==> src/sv/drc_pkg.sv <==
// Shared types, codes and helpers for the dedup route cache.
package drc_pkg;

  localparam int DEPTH_DEF = 32;
  localparam int DEPTH_MAX = 64;
  localparam int CNT_W = $clog2(DEPTH_MAX + 1);

  localparam logic [1:0] REQ_INSERT = 2'd0;
  localparam logic [1:0] REQ_LOOKUP = 2'd1;
  localparam logic [1:0] REQ_CLEAR  = 2'd2;

  localparam logic [2:0] ST_INSERTED  = 3'd0;
  localparam logic [2:0] ST_DUPLICATE = 3'd1;
  localparam logic [2:0] ST_FULL      = 3'd2;
  localparam logic [2:0] ST_HIT       = 3'd3;
  localparam logic [2:0] ST_MISS      = 3'd4;
  localparam logic [2:0] ST_CLEARED   = 3'd5;

  typedef struct packed {
    logic [1:0] req_type;
    logic [7:0] src_id;
    logic [7:0] dst_id;
    logic [7:0] circuit_id;
    logic       direction;
  } req_t;

  typedef struct packed {
    logic [2:0] status;
    logic [7:0] found_dst;
    logic       final_result;
  } rsp_t;

  typedef struct packed {
    logic             valid;
    logic             lookup;
    logic [7:0]       src_id;
    logic [7:0]       dst_id;
    logic [7:0]       circuit_id;
    logic             direction;
    logic [CNT_W-1:0] remain;
    logic             dup;
    logic             pend_valid;
    logic [7:0]       pend_dst;
  } tok_t;

  typedef struct packed {
    logic valid;
    rsp_t rsp;
  } emit_t;

  function automatic rsp_t finish(input tok_t t, input logic at_end);
    rsp_t r;
    r.found_dst    = 8'd0;
    r.final_result = 1'b1;
    if (t.lookup) begin
      if (t.pend_valid) begin
        r.status    = ST_HIT;
        r.found_dst = t.pend_dst;
      end else begin
        r.status = ST_MISS;
      end
    end else if (t.dup) begin
      r.status = ST_DUPLICATE;
    end else if (at_end) begin
      r.status = ST_FULL;
    end else begin
      r.status = ST_INSERTED;
    end
    return r;
  endfunction

endpackage

==> src/sv/drc_cell.sv <==
// One table entry with its compare logic and the token stage to its neighbor.
module drc_cell (
  input  logic           clk,
  input  logic           rst,
  input  logic           adv,
  input  drc_pkg::tok_t  tin,
  output drc_pkg::tok_t  tout,
  output drc_pkg::emit_t em
);

  logic [7:0] src;
  logic [7:0] dst;
  logic [7:0] circ;
  logic       dir;

  drc_pkg::tok_t tout_next;
  logic          active;
  logic          at_tail;
  logic          match_all;
  logic          match_lk;

  assign active    = tin.valid && (tin.remain != '0);
  assign at_tail   = tin.valid && (tin.remain == '0);
  assign match_lk  = (circ == tin.circuit_id) && (dir == tin.direction);
  assign match_all = match_lk && (src == tin.src_id) && (dst == tin.dst_id);

  always_comb begin
    tout_next = tin;
    em        = '0;
    if (at_tail) begin
      tout_next.valid = 1'b0;
      em.valid        = 1'b1;
      em.rsp          = drc_pkg::finish(tin, 1'b0);
    end else if (active) begin
      tout_next.remain = tin.remain - 1'b1;
      if (!tin.lookup && match_all) begin
        tout_next.dup = 1'b1;
      end
      if (tin.lookup && match_lk) begin
        tout_next.pend_valid = 1'b1;
        tout_next.pend_dst   = dst;
        if (tin.pend_valid) begin
          em.valid               = 1'b1;
          em.rsp.status          = drc_pkg::ST_HIT;
          em.rsp.found_dst       = tin.pend_dst;
          em.rsp.final_result    = 1'b0;
        end
      end
    end else begin
      tout_next.valid = 1'b0;
    end
  end

  always_ff @(posedge clk) begin
    if (rst) begin
      tout.valid <= 1'b0;
    end else if (adv) begin
      tout <= tout_next;
    end
  end

  always_ff @(posedge clk) begin
    if (adv && at_tail && !tin.lookup && !tin.dup) begin
      src  <= tin.src_id;
      dst  <= tin.dst_id;
      circ <= tin.circuit_id;
      dir  <= tin.direction;
    end
  end

endmodule

==> src/sv/dedup_route_cache.sv <==
// Top level of the dedup route cache: request intake, cell row and result register.
// Stores up to TABLE_DEPTH (source, destination, circuit, direction) records in
// insertion order, one record per cell of a row of cells. An insert or lookup
// walks a token down the row one cell per cycle while the output can advance,
// over the n stored records, and the cache stays busy until its final word is
// registered; a lookup hands out non-final hit words along the way.
// A clear sets a pending flag first; an unused request code gives no word.
// One request is in flight at a time; a new request is accepted while the last
// result word still waits in the output register.
module dedup_route_cache #(
  parameter int TABLE_DEPTH = drc_pkg::DEPTH_DEF
) (
  input  logic           clk,
  input  logic           rst,
  input  logic           req_valid,
  output logic           req_ready,
  input  drc_pkg::req_t  req,
  output logic           rsp_valid,
  input  logic           rsp_ready,
  output drc_pkg::rsp_t  rsp
);

  localparam int CW = drc_pkg::CNT_W;

  drc_pkg::tok_t  tok0;
  drc_pkg::tok_t  tok  [TABLE_DEPTH];
  drc_pkg::emit_t em   [TABLE_DEPTH];
  drc_pkg::emit_t em_all;
  logic [TABLE_DEPTH-1:0] em_vec;
  logic [TABLE_DEPTH-1:0] tok_vec;

  logic [CW-1:0] entry_count;
  logic          busy;
  logic          clr_pend;
  logic          adv;
  logic          accept;

  assign adv       = !rsp_valid || rsp_ready;
  assign req_ready = !busy;
  assign accept    = req_valid && req_ready;

  for (genvar i = 0; i < TABLE_DEPTH; i++) begin : g_cell
    drc_cell u_cell (
      .clk  (clk),
      .rst  (rst),
      .adv  (adv),
      .tin  ((i == 0) ? tok0 : tok[(i == 0) ? 0 : i - 1]),
      .tout (tok[i]),
      .em   (em[i])
    );
    assign em_vec[i]  = em[i].valid;
    assign tok_vec[i] = tok[i].valid;
  end

  always_comb begin
    em_all = '0;
    for (int i = 0; i < TABLE_DEPTH; i++) begin
      em_all = em_all | em[i];
    end
    if (tok[TABLE_DEPTH-1].valid) begin
      em_all.valid = 1'b1;
      em_all.rsp   = drc_pkg::finish(tok[TABLE_DEPTH-1], 1'b1);
    end
  end

  always_ff @(posedge clk) begin
    if (rst) begin
      busy        <= 1'b0;
      clr_pend    <= 1'b0;
      rsp_valid   <= 1'b0;
      tok0.valid  <= 1'b0;
      entry_count <= '0;
    end else begin
      if (adv) begin
        rsp_valid  <= em_all.valid || clr_pend;
        clr_pend   <= 1'b0;
        tok0.valid <= 1'b0;
        if (clr_pend) begin
          rsp.status       <= drc_pkg::ST_CLEARED;
          rsp.found_dst    <= 8'd0;
          rsp.final_result <= 1'b1;
          entry_count      <= '0;
          busy             <= 1'b0;
        end else if (em_all.valid) begin
          rsp <= em_all.rsp;
          if (em_all.rsp.final_result) begin
            busy <= 1'b0;
          end
          if (em_all.rsp.status == drc_pkg::ST_INSERTED) begin
            entry_count <= entry_count + 1'b1;
          end
        end
      end
      if (accept) begin
        case (req.req_type)
          drc_pkg::REQ_INSERT, drc_pkg::REQ_LOOKUP: begin
            tok0.valid      <= 1'b1;
            tok0.lookup     <= (req.req_type == drc_pkg::REQ_LOOKUP);
            tok0.src_id     <= req.src_id;
            tok0.dst_id     <= req.dst_id;
            tok0.circuit_id <= req.circuit_id;
            tok0.direction  <= req.direction;
            tok0.remain     <= entry_count;
            tok0.dup        <= 1'b0;
            tok0.pend_valid <= 1'b0;
            tok0.pend_dst   <= 8'd0;
            busy            <= 1'b1;
          end
          drc_pkg::REQ_CLEAR: begin
            clr_pend <= 1'b1;
            busy     <= 1'b1;
          end
          default: begin
          end
        endcase
      end
    end
  end

`ifndef ASSERT_OFF
  a_count_bound: assert property (@(posedge clk) disable iff (rst)
    entry_count <= CW'(TABLE_DEPTH))
    else $error("entry count beyond table depth");

  a_one_emitter: assert property (@(posedge clk) disable iff (rst)
    $onehot0(em_vec))
    else $error("more than one cell emits a word");

  a_idle_empty: assert property (@(posedge clk) disable iff (rst)
    !busy |-> (tok_vec == '0) && !tok0.valid && !clr_pend)
    else $error("token in flight while idle");

  a_insert_count: assert property (@(posedge clk) disable iff (rst)
    (adv && !clr_pend && em_all.valid && em_all.rsp.status == drc_pkg::ST_INSERTED)
    |=> entry_count == $past(entry_count) + CW'(1))
    else $error("insert did not advance the entry count");
`endif

endmodule

==> config.mk <==
export PLATFORM = sky130hd
export DESIGN_NAME = dedup_route_cache
export DESIGN_NICKNAME = d
export VERILOG_FILES = /design/src/sv/drc_pkg.sv /design/src/sv/drc_cell.sv /design/src/sv/dedup_route_cache.sv
export SDC_FILE = /design/constraint.sdc
export NUM_CORES = 2
export LEC_CHECK = 0
export ABC_AREA = 1
export BUFFER_PORTS_ARGS = -buffer_cell sky130_fd_sc_hd__buf_2
export CORE_ASPECT_RATIO = 1.75
export CORE_MARGIN = 2
export CORE_UTILIZATION = 40
export CTS_BUF_LIST = sky130_fd_sc_hd__clkbuf_4 sky130_fd_sc_hd__clkbuf_8
export DETAILED_ROUTE_END_ITERATION = 6
export MAX_ROUTING_LAYER = met4
export SLEW_MARGIN = 20
export SYNTH_ARGS = -nofsm -noshare
export SYNTH_HDL_FRONTEND = slang
export SYNTH_HIERARCHICAL = 1
export SYNTH_SLANG_ARGS = --single-unit
==> constraint.sdc <==
create_clock -name clk -period 14.4 [get_ports clk]
set_input_delay 2.16 -clock clk [delete_from_list [all_inputs] [get_ports clk]]
set_output_delay 2.16 -clock clk [all_outputs]
set_load 0.02 [all_outputs]
* Yosys cells after proc, flatten, opt, wreduce, memory -nomap -nowiden
Cells that the tools add are included.
Word-level totals: flip-flop bits (word level) 2232, input port bits 31, output and inout bits 14, logic and storage cells 1611
Operators by class: $add $sub $neg 32, equal/unequal tests 130, multiplexer cells 495, bitwise operators 34, reduce and logical (&&, ||, !) cells 463
Operators with widths (number):
- two-way mux 13 bit | 126
- two-way mux 17 bit | 62
- == test 8 bit | 96
- two-way mux 8 bit | 64
- OR 13 bit | 31
- logical AND 1 bit | 320
- two-way mux 9 bit | 32
- logical NOT 7 bit | 32
- nonzero test 7 bit | 32
- subtractor 7 x 1 -> 7 bit, second input constant | 31
- two-way mux 3 bit | 65
- two-way mux 1 bit | 137
- two-way mux 44 bit | 2
- logical NOT 1 bit | 65
- == test 1 bit | 32
- two-way mux 7 bit | 3
- two-way mux 10 bit | 2
- two-way mux 12 bit | 1
- AND reduction 3 bit | 3
- adder 7 x 1 -> 7 bit, second input constant | 1
- OR reduction 3 bit | 2
- nonzero test 2 bit | 2
- OR reduction 2 bit | 2
- logical NOT 3 bit | 1
- other kinds (7) | 10

* Logic depth before layout (Yosys ltp)
depth after elaboration 44, gate-level depth with buffers 20, gate-level depth less buffers 20

* By module
The synthesis kept the hierarchy.
By module, submodules not included:
- drc_cell at g_cell[0].u_cell ... | instances 17, cells an instance 255, area each 3011.6 um^2, sequential area each 2062.0 um^2
- drc_cell at g_cell[25].u_cell ... | instances 15, cells an instance 255, area each 2992.9 um^2, sequential area each 2062.0 um^2
- dedup_route_cache | instances 1, cells an instance 395, area each 3263.1 um^2, sequential area each 1571.5 um^2

* Worst setup path after synthesis
Ideal clock, no wire load.
kind input -> register, start input rsp_ready, end register g_cell[0].u_cell.circ[0], enable pin, setup time 0.470 ns, arrival 6.357 ns, data required time 13.930 ns, setup slack 7.573 ns, stages on the path 4, path buffers 0, path through nor2_1 -> inv_1 -> inv_1 -> nor4_1
On the way: cells in the longest elaborated chain, start to end 3
RTL lines:
- start, declared | line dedup_route_cache.sv:19 | input logic rsp_ready,
- logical OR 1 bit | line dedup_route_cache.sv:38 | assign adv = !rsp_valid || rsp_ready;
- net adv | line dedup_route_cache.sv:35 | logic adv;
- logical AND 1 bit (2 in series) | line drc_cell.sv:63 | if (adv && at_tail && !tin.lookup && !tin.dup) begin
- end signal, assigned | line drc_cell.sv:66 | circ <= tin.circuit_id;
- end, declared | line drc_cell.sv:13 | logic [7:0] circ;
The timed path passes the listed nets, and every way through them passes these cells. A chain may end at the register's enable or synchronous reset.

* Worst setup path in the final report
start input rsp_ready, end register g_cell[0].u_cell.src[3], enable pin
On the way: cells in the longest elaborated chain, start to end 3
RTL lines:
- logical OR 1 bit | line dedup_route_cache.sv:38
- net adv | line dedup_route_cache.sv:35
- logical AND 1 bit (2 in series) | line drc_cell.sv:63
- end signal, assigned | line drc_cell.sv:64 | src <= tin.src_id;
- end, declared | line drc_cell.sv:11 | logic [7:0] src;
The timed path passes the listed nets, and every way through them passes these cells.

==> metrics.md <==
| Metric | Value |
|---|---|
| Htree depth | 5 |
| Final Core Density | 45.0% |
| First-pass GRT wire length | 364000 um |
| Final setup violating endpoints | 0 |
| Critical Path Start Type | input pin |
| Vias in the first global route | a little over 60000 |
| RSZ-0062 raised after global routing | no |
| Hold Crit Class | flop to flop |
| Min Clock Period, post-route | between 4 and 5 ns |
| Rows | 240 |
| Clock Latency Late Sink | between 0.9 and 1 ns |
| Post-route ant nets | 0 |
| Num CTS Buffers | 331 |
| Leakage | 0.0444 uW |
| Via count | 60800 |
| Worst-case clock skew | between 0.07 and 0.08 ns |
| Vias per cell | 4.91 |
| Clk slew on worst S/H paths | about 0.060 ns |
| P per Cell Area | 125 nW/um2 |
| Placed instance area | 103000 um2 |
| Rel. slew slack | between 20% and 30% |
| Critical Path Fanout Max | 46 |
| Max-cap violations | 0 |
| Average wire per standard cell | about 20 um |
| Hpwl dp | 182000 um |
| Die height | 660 um |
| Gates resized, CTS repair | 0 |
| Finished Cell Area | 110000 um2 |
| Initial Util | between 40 and 50% |
| CP Class | input pin to flop |
| Post-route DRC violation count | 0 |
| Largest net degree at the start of global routing | 47 |
| # port buffers | 44 |
| Layout cells sized above 1 | 13.3% |
| Clk sinks | 2232 |
| Post-CTS Hold Fix Bufs | 0 |
| Routed WL | about 240000 um |
| Period utilization | a little under a third |
| Placeable Area | 244000 um2 |
| Max Root-Sink Buffers | 4 |
| Logic pwr share | roughly 4.6% |
| Cell Int Power | 10500 uW |
| Maximum VDD drop | 0.0794 mV |
| Sequential share of power | 57.3% |
| Filler cells | 21900 |
| R2R Setup Slk | 10.01 ns |
| Initial DRC count | around 4000 |
| Slew Limit Fails | 0 |
| I/O pins | 45 |
| Clock power frac | a little under two fifths |
| CP Capture Type | flop |
| Initial antenna violation count | 7 |
| Die footprint | 250000 um2 |
| Sw Ratio | 23.3% |
| CTS tree | built |
| Area growth syn-to-layout | 11.8% |
| Switching power | 3190 uW |
| Number of setup buffers added after CTS | 0 |
| Final Hold Violating Endpoints | 0 |
| Clk Tree Root Cell | clkbuf_8 |
| Sum Neg Setup Slack | 0 ns |
| Cells after Synth | 8506 |
| Die width | about 380 um |
| Area occupied by multi-input gates | 27100 um2 |
| FF/Latch Area | 66600 um2 |
| Gr usage total | between 15 and 20% |
| Max frequency | between 200 and 250 MHz |
| Status | complete, no violations |
| Syn. warnings | 6 |
| 1st-pass router iterations | 6 |
| Mean Syn Cell Area | 11.6 um2 |
| Placer congestion estimate | 0.961 |
| Worst-Margin Slew | 1.17 ns |
| Nets@finish | about 8900 |
| Total grt overflow | 0 |
| Synthesized area | about 98000 um2 |
| Worst EP required | between 10 and 15 ns |
| CP Data Arrival Time | 4.97 ns |
## per-stage QoR
step / setup slack, ns / total power, uW / hold slack, ns / std cells
after global placement: 8.93 / 8560 / 0.437 / 11800
after global routing: 9.80 / 14200 / 0.454 / 12400
after floorplan: 7.57 / 8270 / 0.426 / 8527
after detailed placement: 8.92 / 8580 / 0.443 / 11800
final: 9.97 / 13700 / 0.434 / 12400
after CTS: 9.96 / 13900 / 0.424 / 12400
## cells in the final DEF (no fill, tap or decap), drive strengths merged, types with 32 or more instances in the layout
cell type  count
edfxtp      2189
nand2       2178
inv         1104
nor2         837
nand3        494
clkbuf       436
a21oi        369
xnor2        288
nand4        177
o21ai        165
xor2         159
buf          131
clkinv       128
nor4         104
nor3          67
o22ai         64
dfxtp         43
or2           35
ha            33
and2          32
a211oi        32
## path summary, 6_finish.rpt
kind                               from                      end  depth (start not counted)
min                            tok0[27]  g_cell[0].u_cell/dst[1]                          0
min reg2reg                    tok0[27]  g_cell[0].u_cell/dst[1]                          0
max reg2reg  g_cell[17].u_cell/tout[10]                   rsp[4]                         14
max                           rsp_ready  g_cell[0].u_cell/src[3]                          8
## sequential cells by signal, indices dropped and copies added, names as in the netlist
register	cells
g_cell.u_cell/dst	256
tok0	34
g_cell.u_cell/circ	256
g_cell.u_cell/src	256
g_cell.u_cell/tout	1376
rsp_valid	1
busy	1
g_cell.u_cell/dir	32
rsp	12
entry_count	7
clr_pend	1
## metal layers
layer,track usage (%),up-vias,wire [um]
met2,36.4,1448,131000
met5,-,-,0
met4,13.2,0,18300
li1,-,29500,-
met1,19.3,29200,85700
met3,2.66,696,8450
## cell type report
type                            instances  share of cell area, %
Tap cell                             3267                   3.72
Clock buffer                          436                   4.95
Timing Repair Buffer                  131                   1.25
Clock inverter                        164                   1.10
Multi-Input combinational cell       5067                   24.6
Antenna cell                            3                0.00683
Inverter                             1096                   3.75
Sequential cell                      2232                   60.6
## worst max-delay path, stage by stage
cell,delay (ns)
buf_2,0.13
nor2_1,0.12
inv_4,0.11
buf_4,0.58
buf_4,0.71
inv_1,0.22
nor4_2,0.39
buf_4,0.39
## power groups by stage
stage | combinational (uW) | clock (uW) | sequential, uW
2_1_floorplan | 448 | 0 | 7820
3_3_place_gp | 583 | 0 | 7980
3_5_place_dp | 600 | 0 | 7980
4_1_cts | 607 | 5400 | 7850
5_1_grt | 713 | 5660 | 7880
6_report | 632 | 5220 | 7850
Power figures use the tool's default switching activity.
